## src/rtl/iir_pkg.sv

```systemverilog
// Shared types and constants for the recursive filter core.
// Holds the beat structs, operation codes and digit-serial MAC widths.
// No dependencies.
package iir_pkg;

   // field widths fixed by the interface
   localparam int SAMPLE_W = 16;
   localparam int COEF_W   = 32;
   localparam int OP_W     = 2;
   localparam int CIDX_W   = 4;
   localparam int POLE_W   = 4;

   // digit-serial multiplier: one sample digit per cycle, msb digit first
   localparam int DIGIT_W = 4;
   localparam int NDIG    = (SAMPLE_W + DIGIT_W - 1) / DIGIT_W;
   localparam int OPND_W  = NDIG * DIGIT_W;
   localparam int PROD_W  = COEF_W + OPND_W;

   // operation codes
   localparam logic [OP_W-1:0] OP_FILTER = 2'd0;
   localparam logic [OP_W-1:0] OP_WR_FF  = 2'd1;
   localparam logic [OP_W-1:0] OP_WR_FB  = 2'd2;

   typedef struct packed {
      logic [OP_W-1:0]            op;
      logic [CIDX_W-1:0]          coef_index;
      logic signed [COEF_W-1:0]   coef_value;
      logic signed [SAMPLE_W-1:0] sample;
   } iir_req_type;

   typedef struct packed {
      logic signed [SAMPLE_W-1:0] filtered;
      logic                       clipped;
   } iir_rsp_type;

   // sequencer to mac controls
   typedef struct packed {
      logic load;
      logic clear;
   } iir_mac_ctl_type;

   // mac to sequencer status
   typedef struct packed {
      logic digit_last;
      logic settled;
   } iir_mac_stat_type;

endpackage

```

## src/rtl/iir_dsmac.sv

```systemverilog
// Digit-serial multiply-accumulate unit of the recursive filter core.
// Multiplies a coefficient by a sample one digit per cycle and sums products.
// Depends on iir_pkg.
module iir_dsmac #(
   parameter int ACC_W = 53
) (
   input  logic                              clock,
   input  logic                              reset,
   input  iir_pkg::iir_mac_ctl_type          mac_ctl,
   input  logic signed [iir_pkg::COEF_W-1:0] coef,
   input  logic signed [iir_pkg::OPND_W-1:0] opnd,
   output iir_pkg::iir_mac_stat_type         mac_stat,
   output logic signed [ACC_W-1:0]           acc
);
   import iir_pkg::*;

   localparam int DCNT_W = (NDIG > 1) ? $clog2(NDIG) : 1;

   logic signed [COEF_W-1:0]   coef_ff, coef_in;
   logic signed [OPND_W-1:0]   opnd_ff, opnd_in;
   logic [DCNT_W-1:0]          dig_ff, dig_in;
   logic                       run_ff, run_in;
   logic signed [PROD_W-1:0]   part_ff, part_in;
   logic signed [PROD_W-1:0]   prod_ff, prod_in;
   logic                       prod_vld_ff, prod_vld_in;
   logic signed [ACC_W-1:0]    acc_ff, acc_in;
   logic [DIGIT_W-1:0]         top_digit;
   logic signed [DIGIT_W:0]    digit_s;
   logic signed [COEF_W+DIGIT_W:0] step;
   logic signed [PROD_W-1:0]   part_next;
   logic                       last_dig;

   // current digit: the leading one carries the sign
   assign top_digit = opnd_ff[OPND_W-1 -: DIGIT_W];
   assign digit_s   = (dig_ff == '0) ? {top_digit[DIGIT_W-1], top_digit}
                                     : {1'b0, top_digit};
   assign step      = coef_ff * digit_s;
   // horner step: shift the partial product up one digit and add
   assign part_next = (part_ff <<< DIGIT_W) + PROD_W'(step);
   assign last_dig  = run_ff && (dig_ff == DCNT_W'(NDIG - 1));

   // operand load and digit stepping
   always_comb begin
      coef_in = coef_ff;
      opnd_in = opnd_ff;
      part_in = part_ff;
      dig_in  = dig_ff;
      run_in  = run_ff;
      if (mac_ctl.load) begin
         coef_in = coef;
         opnd_in = opnd;
         part_in = '0;
         dig_in  = '0;
         run_in  = 1'b1;
      end else if (run_ff) begin
         opnd_in = opnd_ff << DIGIT_W;
         part_in = part_next;
         dig_in  = dig_ff + 1'b1;
         run_in  = !last_dig;
      end
   end

   // finished product is registered, then summed
   always_comb begin
      prod_vld_in = last_dig;
      prod_in     = last_dig ? part_next : prod_ff;
      acc_in      = acc_ff;
      if (mac_ctl.clear) begin
         acc_in = '0;
      end else if (prod_vld_ff) begin
         acc_in = acc_ff + ACC_W'(prod_ff);
      end
   end

   always_ff @(posedge clock) begin
      if (reset) begin
         run_ff      <= 1'b0;
         dig_ff      <= '0;
         prod_vld_ff <= 1'b0;
      end else begin
         run_ff      <= run_in;
         dig_ff      <= dig_in;
         prod_vld_ff <= prod_vld_in;
      end
   end

   always_ff @(posedge clock) begin
      coef_ff <= coef_in;
      opnd_ff <= opnd_in;
      part_ff <= part_in;
      prod_ff <= prod_in;
      acc_ff  <= acc_in;
   end

   assign mac_stat.digit_last = last_dig;
   assign mac_stat.settled    = !run_ff && !prod_vld_ff;
   assign acc                 = acc_ff;

endmodule

```

## src/rtl/recursive_iir_filter_core.sv

```systemverilog
// Top level of the direct-form-I recursive filter core.
// Holds the coefficient tables, sample history ring and tap sequencer.
// Depends on iir_pkg and iir_dsmac.
//
// A sample beat is taken only in the idle state, and the core takes no new
// beat until it has passed the multiply, drain and rounding states. The pace
// is set by the single digit-serial multiply-accumulate unit: every
// term (current input, then one past input and one past output per pole)
// goes through it at four sample bits per cycle, followed by a drain into
// the accumulator and a rounding step. Coefficient writes are taken in
// idle and give no result. A finished result waits in the output
// register, so the next beat is taken while it is still unread; a new result
// is only held back while the previous one is still unread.
module recursive_iir_filter_core #(
   parameter int MAX_POLES      = 8,
   parameter int COEF_FRAC_BITS = 28
) (
   input  logic                          clock,
   input  logic                          reset,
   input  logic                          req_valid,
   output logic                          req_ready,
   input  iir_pkg::iir_req_type          req_data,
   output logic                          rsp_valid,
   input  logic                          rsp_ready,
   output iir_pkg::iir_rsp_type          rsp_data,
   input  logic                          csr_write_en,
   input  logic [iir_pkg::POLE_W-1:0]    csr_write_data
);
   import iir_pkg::*;

   localparam int IDX_W = $clog2(MAX_POLES + 1);
   localparam int TAP_W = $clog2(2 * MAX_POLES + 1);
   localparam int ACC_W = PROD_W + TAP_W;
   localparam int QW    = ACC_W - COEF_FRAC_BITS;

   localparam logic signed [QW-1:0] SAT_HI = QW'((2 ** (SAMPLE_W - 1)) - 1);
   localparam logic signed [QW-1:0] SAT_LO = ~SAT_HI;
   localparam logic signed [SAMPLE_W-1:0] OUT_HI = SAT_HI[SAMPLE_W-1:0];
   localparam logic signed [SAMPLE_W-1:0] OUT_LO = SAT_LO[SAMPLE_W-1:0];
   localparam logic signed [ACC_W-1:0] RND_HALF = ACC_W'(1) << (COEF_FRAC_BITS - 1);
   localparam logic [POLE_W-1:0] POLE_RESET = 4'd2;

   // sequencer states
   localparam logic [1:0] ST_IDLE  = 2'd0;
   localparam logic [1:0] ST_MAC   = 2'd1;
   localparam logic [1:0] ST_DRAIN = 2'd2;
   localparam logic [1:0] ST_ROUND = 2'd3;

   logic [1:0]                 state_ff, state_in;
   logic [POLE_W-1:0]          pole_ff, pole_in;
   logic [TAP_W-1:0]           tap_ff, tap_in;
   logic [IDX_W-1:0]           rp_ff, rp_in;
   logic [IDX_W-1:0]           ring_pos_ff, ring_pos_in;
   logic signed [SAMPLE_W-1:0] x_ff, x_in;
   logic                       rsp_valid_ff, rsp_valid_in;
   iir_rsp_type                rsp_ff, rsp_in;

   logic signed [COEF_W-1:0]   ff_coef_ff [0:MAX_POLES];
   logic signed [COEF_W-1:0]   fb_coef_ff [0:MAX_POLES];
   logic signed [SAMPLE_W-1:0] x_hist_ff  [0:MAX_POLES];
   logic signed [SAMPLE_W-1:0] y_hist_ff  [0:MAX_POLES];

   logic                       ff_we, fb_we, hist_we;
   logic [IDX_W-1:0]           coef_widx;
   logic                       idx_ok;
   logic [IDX_W-1:0]           order;
   logic [IDX_W-1:0]           p0;
   logic [TAP_W-1:0]           last_tap;
   logic [TAP_W-1:0]           next_tap;
   logic [IDX_W-1:0]           next_k;
   logic [IDX_W-1:0]           rp_step;
   logic                       commit;

   iir_mac_ctl_type            mac_ctl;
   iir_mac_stat_type           mac_stat;
   logic signed [COEF_W-1:0]   mac_coef;
   logic signed [OPND_W-1:0]   mac_opnd;
   logic signed [ACC_W-1:0]    acc;

   logic signed [ACC_W-1:0]    rnd;
   logic signed [ACC_W-1:0]    rnd_shift;
   logic signed [QW-1:0]       q;
   logic                       clip_hi, clip_lo;

   // order in use, clamped to the table depth
   assign order = ({1'b0, pole_ff} > (POLE_W + 1)'(MAX_POLES)) ? IDX_W'(MAX_POLES)
                                                              : IDX_W'(pole_ff);
   // stale ring position after an order change restarts at slot zero
   assign p0       = (ring_pos_ff > order) ? '0 : ring_pos_ff;
   assign last_tap = TAP_W'(order) << 1;
   assign next_tap = tap_ff + 1'b1;
   assign next_k   = IDX_W'((next_tap + 1'b1) >> 1);
   assign rp_step  = (rp_ff == order) ? '0 : rp_ff + 1'b1;

   assign idx_ok    = (int'(req_data.coef_index) <= MAX_POLES);
   assign coef_widx = IDX_W'(req_data.coef_index);

   assign req_ready = (state_ff == ST_IDLE);
   assign commit    = (state_ff == ST_ROUND) && (!rsp_valid_ff || rsp_ready);

   // round half up and saturate
   assign rnd       = acc + RND_HALF;
   assign rnd_shift = rnd >>> COEF_FRAC_BITS;
   assign q         = rnd_shift[QW-1:0];
   assign clip_hi   = (q > SAT_HI);
   assign clip_lo   = (q < SAT_LO);

   // tap sequencer
   always_comb begin
      state_in    = state_ff;
      tap_in      = tap_ff;
      rp_in       = rp_ff;
      x_in        = x_ff;
      ring_pos_in = ring_pos_ff;
      mac_ctl     = '0;
      mac_coef    = ff_coef_ff[0];
      mac_opnd    = OPND_W'(req_data.sample);
      ff_we       = 1'b0;
      fb_we       = 1'b0;
      hist_we     = 1'b0;
      unique case (state_ff)
         ST_IDLE: begin
            if (req_valid) begin
               unique case (req_data.op)
                  OP_FILTER: begin
                     mac_ctl.load  = 1'b1;
                     mac_ctl.clear = 1'b1;
                     tap_in        = '0;
                     rp_in         = p0;
                     x_in          = req_data.sample;
                     state_in      = ST_MAC;
                  end
                  OP_WR_FF: ff_we = idx_ok;
                  OP_WR_FB: fb_we = idx_ok;
                  default: ;
               endcase
            end
         end
         ST_MAC: begin
            if (mac_stat.digit_last) begin
               if (tap_ff == last_tap) begin
                  state_in = ST_DRAIN;
               end else begin
                  tap_in       = next_tap;
                  mac_ctl.load = 1'b1;
                  if (next_tap[0]) begin
                     mac_coef = ff_coef_ff[next_k];
                     mac_opnd = OPND_W'(x_hist_ff[rp_ff]);
                  end else begin
                     mac_coef = fb_coef_ff[next_k];
                     mac_opnd = OPND_W'(y_hist_ff[rp_ff]);
                     rp_in    = rp_step;
                  end
               end
            end
         end
         ST_DRAIN: begin
            if (mac_stat.settled) begin
               state_in = ST_ROUND;
            end
         end
         ST_ROUND: begin
            if (commit) begin
               hist_we     = 1'b1;
               ring_pos_in = rp_ff;
               state_in    = ST_IDLE;
            end
         end
      endcase
   end

   // output register
   always_comb begin
      rsp_valid_in = rsp_valid_ff && !rsp_ready;
      rsp_in       = rsp_ff;
      if (commit) begin
         rsp_valid_in    = 1'b1;
         rsp_in.clipped  = clip_hi || clip_lo;
         priority if (clip_hi) begin
            rsp_in.filtered = OUT_HI;
         end else if (clip_lo) begin
            rsp_in.filtered = OUT_LO;
         end else begin
            rsp_in.filtered = q[SAMPLE_W-1:0];
         end
      end
   end

   assign pole_in = csr_write_en ? csr_write_data : pole_ff;

   always_ff @(posedge clock) begin
      if (reset) begin
         state_ff     <= ST_IDLE;
         pole_ff      <= POLE_RESET;
         ring_pos_ff  <= '0;
         rsp_valid_ff <= 1'b0;
         tap_ff       <= '0;
         rp_ff        <= '0;
      end else begin
         state_ff     <= state_in;
         pole_ff      <= pole_in;
         ring_pos_ff  <= ring_pos_in;
         rsp_valid_ff <= rsp_valid_in;
         tap_ff       <= tap_in;
         rp_ff        <= rp_in;
      end
   end

   always_ff @(posedge clock) begin
      x_ff   <= x_in;
      rsp_ff <= rsp_in;
   end

   // coefficient tables and history ring, cleared at reset
   always_ff @(posedge clock) begin
      if (reset) begin
         for (int i = 0; i <= MAX_POLES; i++) begin
            ff_coef_ff[i] <= '0;
            fb_coef_ff[i] <= '0;
            x_hist_ff[i]  <= '0;
            y_hist_ff[i]  <= '0;
         end
      end else begin
         if (ff_we) begin
            ff_coef_ff[coef_widx] <= req_data.coef_value;
         end
         if (fb_we) begin
            fb_coef_ff[coef_widx] <= req_data.coef_value;
         end
         if (hist_we) begin
            x_hist_ff[rp_ff] <= x_ff;
            y_hist_ff[rp_ff] <= rsp_in.filtered;
         end
      end
   end

   iir_dsmac #(
      .ACC_W (ACC_W)
   ) u_mac (
      .clock    (clock),
      .reset    (reset),
      .mac_ctl  (mac_ctl),
      .coef     (mac_coef),
      .opnd     (mac_opnd),
      .mac_stat (mac_stat),
      .acc      (acc)
   );

   assign rsp_valid = rsp_valid_ff;
   assign rsp_data  = rsp_ff;

   // mac must be quiet whenever a new beat can be taken
   a_idle_settled: assert property (@(posedge clock) disable iff (reset)
      state_ff == ST_IDLE |-> mac_stat.settled)
      else $error("mac busy while sequencer idle");

   // a result only appears out of the rounding state
   a_rsp_source: assert property (@(posedge clock) disable iff (reset)
      $rose(rsp_valid_ff) |-> $past(state_ff) == ST_ROUND)
      else $error("result raised outside rounding state");

   // tap counter and ring pointer stay inside the order in use
   a_tap_range: assert property (@(posedge clock) disable iff (reset)
      state_ff == ST_MAC |-> (tap_ff <= last_tap) && (rp_ff <= order))
      else $error("tap or ring pointer out of range");

   // a clipped result sits on one of the rails
   a_clip_rail: assert property (@(posedge clock) disable iff (reset)
      rsp_valid_ff && rsp_ff.clipped |->
         (rsp_ff.filtered == OUT_HI) || (rsp_ff.filtered == OUT_LO))
      else $error("clipped result not at a rail");

endmodule

```

## config.mk

```make
export PLATFORM = sky130hd
export DESIGN_NAME = recursive_iir_filter_core
export DESIGN_NICKNAME = d
export VERILOG_FILES = /design/src/rtl/iir_pkg.sv /design/src/rtl/iir_dsmac.sv /design/src/rtl/recursive_iir_filter_core.sv
export SDC_FILE = /design/constraint.sdc
export NUM_CORES = 2
export LEC_CHECK = 0
export BUFFER_PORTS_ARGS = -buffer_cell sky130_fd_sc_hd__buf_4
export CAP_MARGIN = 20
export CORE_MARGIN = 1.5
export CORE_UTILIZATION = 55
export DETAILED_ROUTE_END_ITERATION = 8
export PLACE_DENSITY = 0.79
export SYNTH_ARGS = -nofsm -noshare
export SYNTH_HDL_FRONTEND = slang
export SYNTH_SLANG_ARGS = --single-unit
```

## constraint.sdc

```tcl
create_clock -name clock -period 6.52 [get_ports clock]
set_input_delay 0.326 -clock clock [delete_from_list [all_inputs] [get_ports clock]]
set_output_delay 0.326 -clock clock [all_outputs]
set_load 0.005 [all_outputs]
```

==> results.json <==
{
  "outcome": "finished, final reports clean",
  "cts_root_buf": "clkbuf_16",
  "gp_congestion": 0.8789,
  "antenna_left": 0,
  "path_delay_family": "adder cells",
  "htree_levels": 4,
  "dp_slack_ns": 0.4212,
  "numCtsBuffers": 178,
  "drv_slew": 0,
  "placed_cells": 7947,
  "grt_antenna_before_repair": 12,
  "dpl_cell_area_mm2": 0.08980,
  "finalCritPeriodShare": 0.9275,
  "synth-async-reset-ratio": 0,
  "holdWs_ns": 0.1435,
  "setup_tns_ns": 0,
  "drv_cap": 0,
  "path_class": "flip-flop to flip-flop",
  "reg2reg_depth": 21,
  "io_pins": 82,
  "ys_ff_latch": 1790,
  "clkTransAtPathRegs_ns": 0.06,
  "drt_pre_antenna_iters": 5,
  "irDropWorstVdd_uv": 332.7,
  "crit_buf_inv": 3,
  "synth_cell_type_count": 81,
  "crit_path_end": "u_mac.prod_ff[44]",
  "required_ns": 7.09,
  "layout.cells.non_filler": 8344,
  "crit_path_top_delay_cell": "fa_1",
  "design_area_mm2": 0.09632,
  "clockBufferDepth": 3,
  "finalCriticalPeriod_ns": 6.047,
  "die_w_um": 396.5,
  "syn_area_per_cell_um2": 15.18,
  "drtIter0Drc": 5433,
  "slew_headroom": 0.2433,
  "worst_pin_slew_ns": 1.135,
  "crit_cells": 21,
  "yosys_warnings": 0,
  "post_cts_buffers": 0,
  "port-buffer-count": 81,
  "cts_tree": "done",
  "worst-path-max-fanout": 6,
  "cp-startpoint": "u_mac.dig_ff[0]",
  "finalSetupViolations": 0,
  "hold_viol_final": 0,
  "synth_flop_cell": "edfxtp_1",
  "die-area_mm2": 0.1572,
  "powerDensity_mw_per_mm2": 359.7,
  "r2r_end": "u_mac.prod_ff[44]",
  "vias": 49740,
  "yosys-top-cells-area": "edfxtp_1 58%, mux4_2 12%, and2_1 5.3%, fa_1 3.9%, dfxtp_1 3.3%",
  "holdCritPathClass": "input port to flip-flop",
  "path_cells": "inv_1 -> ha_1 -> nand2_1 -> buf_4 -> inv_1 -> fa_1 -> fa_1 -> fa_1 -> fa_1 -> ha_1 -> fa_1 -> a211oi_1 -> o21bai_1 -> a31o_2 -> o41ai_1 -> nand3_1 -> a311oi_2 -> o21ai_1 -> a21oi_1 -> o21ai_0 -> xor2_1",
  "coreArea_mm2": 0.1539,
  "drive_gt1_frac": 0.1578,
  "cp_common_cell": "fa_1",
  "area_delta_synth_final_pct": 13.10,
  "clkLatencyLatePin_ns": 0.85,
  "rsz0062_at_grt": "false",
  "clock.fmax_mhz": 165.4,
  "drc_errors": 0,
  "synthCells": 5610,
  "dp_hpwl_mm": 121.4,
  "ys_seq_area_frac": 0.6145,
  "num-nets-final": 6542,
  "synth-edff-count": 1649,
  "cp-end-kind": "flip-flop",
  "reg2reg_slack_ns": 0.47,
  "grt.overflow.total": 0,
  "grt_pass1_vias": 50840,
  "leakage_nw": 36.15,
  "slowest_delay_ns": 0.56,
  "routedWlPerCell_um": 24.63,
  "wl_mm": 205.6,
  "cp.arrival_ns": 6.62,
  "die_y_um": 396.5,
  "r2r-start": "u_mac.dig_ff[0]",
  "cts_num_sinks": 1790,
  "synth.top_cell.area_share": 0.5814,
  "start_util": 0.5535,
  "grt_usage": 0.2643,
  "setup_ws_ns": 0.4729,
  "synth_top_area_cell": "edfxtp_1",
  "syn_area_mm2": 0.08517,
  "grt_pass1_wl_mm": 310.0,
  "skew_ns": 0.07456,
  "placementRows": 144,
  "start_kind": "flip-flop",
  "vias_per_cell": 5.961,
  "grt_max_degree": 90
}
==> cell usage in the layout (no fill, tap or decap), types with 59 or more instances in the layout <==
| cell | netlist | layout |
|---|---|---|
| a21o_1 | 59 | 59 |
| a21oi_1 | 107 | 107 |
| and2_1 | 721 | 721 |
| and3_1 | 153 | 153 |
| buf_4 | 1 | 165 |
| clkbuf_16 | 0 | 179 |
| conb_1 | 1 | 448 |
| dfxtp_1 | 141 | 135 |
| dlygate4sd3_1 | 0 | 62 |
| edfxtp_1 | 1649 | 1649 |
| fa_1 | 164 | 164 |
| ha_1 | 166 | 165 |
| inv_1 | 254 | 251 |
| mux2i_1 | 215 | 215 |
| mux4_2 | 448 | 448 |
| nand2_1 | 189 | 189 |
| nor2_1 | 401 | 377 |
| o21ai_0 | 98 | 98 |
| xnor2_1 | 85 | 82 |
==> cells by family (layout without fill, tap and decap cells) <==
| logic type | Yosys count | count (layout) | synth area share |
|---|---|---|---|
| adder cells (fa/ha/maj) | 330 | 330 | 0.06293 |
| multiplexers | 663 | 663 | 0.1437 |
| AND/OR/NAND/NOR | 1677 | 1677 | 0.1067 |
| flip-flops | 1790 | 1790 | 0.6145 |
| AO/OA/AOI/OAI | 437 | 437 | 0.03269 |
| XOR/XNOR | 124 | 124 | 0.01275 |
| buffers and inverters | 588 | 830 | 0.02666 |
| other | 1 | 449 | 0.00004403 |
==> cells in the mapped netlist (all sizes together), types with 65 or more instances <==
master	n
edfxtp	1649
and2	721
mux4	448
nor2	414
clkbuf	267
inv	255
mux2i	215
nand2	190
ha	166
fa	164
and3	153
dfxtp	141
o21ai	113
a21oi	107
xnor2	85
buf	65
==> timing repair <==
item | CTS | global route
hold endpoints to repair | 836 | 0
hold buffers | 62 | 0
endpoints found under the setup margin | 0 | 1
resized for setup | 0 | 1
==> tightest hold or removal path, stage by stage <==
cell      delay, ns
buf_4          0.16
nand2_1        0.09
nand2_1        0.09
nand3_1        0.16
a211oi_1       0.09
==> flip-flops by register name, summed over array words and instances, names as in the netlist, 5 cells and up, named ones only <==
register and count:
fb_coef_ff 512, ff_coef_ff 512, u_mac.acc 53, x_ff 16
y_hist_ff 256, tap_ff 5, rsp_data 17, x_hist_ff 256
u_mac.prod_ff 48, u_mac.part_ff 44, u_mac.coef_ff 32, u_mac.opnd_ff 16
==> cell type report <==
type	count	area, um2
fillers	10870	57540
flip-flops and latches	1790	52350
multi-input cells	3679	32440
clock buffers	231	4765
well taps	2044	2557
repair buffers	244	2202
clock inverters	99	1045
inverters	256	962.2
diodes	1	2.502
==> power by group <==
group	leakage (nW)	switching, mW	total [mW]	internal, mW
Combinational	15.8	6.08	10.2	4.15
Sequential	17.5	0.491	14.2	13.7
Clock	2.82	4.49	10.2	5.76
==> metal layers <==
| metal | routed length [um] | track usage | part of all wire |
|---|---|---|---|
| met4 | 6455 | 0.08634 | 0.031 |
| met5 | 24 | 0 | 0.00012 |
| met3 | 20610 | 0.05355 | 0.10 |
| met2 | 100600 | 0.4364 | 0.49 |
| met1 | 77810 | 0.3534 | 0.38 |
==> how the worst min path moves through the flow <==
stage | end | slack [ns] | depth (start not counted) | startpoint
after global placement | ring_pos_ff[3] | 0.47 | 2 | ring_pos_ff[3]
after detailed placement | pole_ff[0] | 0.48 | 2 | pole_ff[0]
final | state_ff[0] | 0.14 | 5 | req_valid
after floorplan | fb_coef_ff[10][0] | 0.42 | 0 | req_data[16]
after global routing | state_ff[0] | 0.18 | 5 | req_valid
after CTS | state_ff[0] | 0.09 | 5 | req_valid
==> metrics by stage <==
step           power, mW    util
3_3_place_gp       24.13  0.5833
5_1_grt            36.32  0.6260
4_1_cts            34.58  0.6254
6_report           34.65  0.6260
3_5_place_dp       24.37  0.5836
2_1_floorplan      21.49       -
Note: power is estimated with default switching activity, not from simulation.
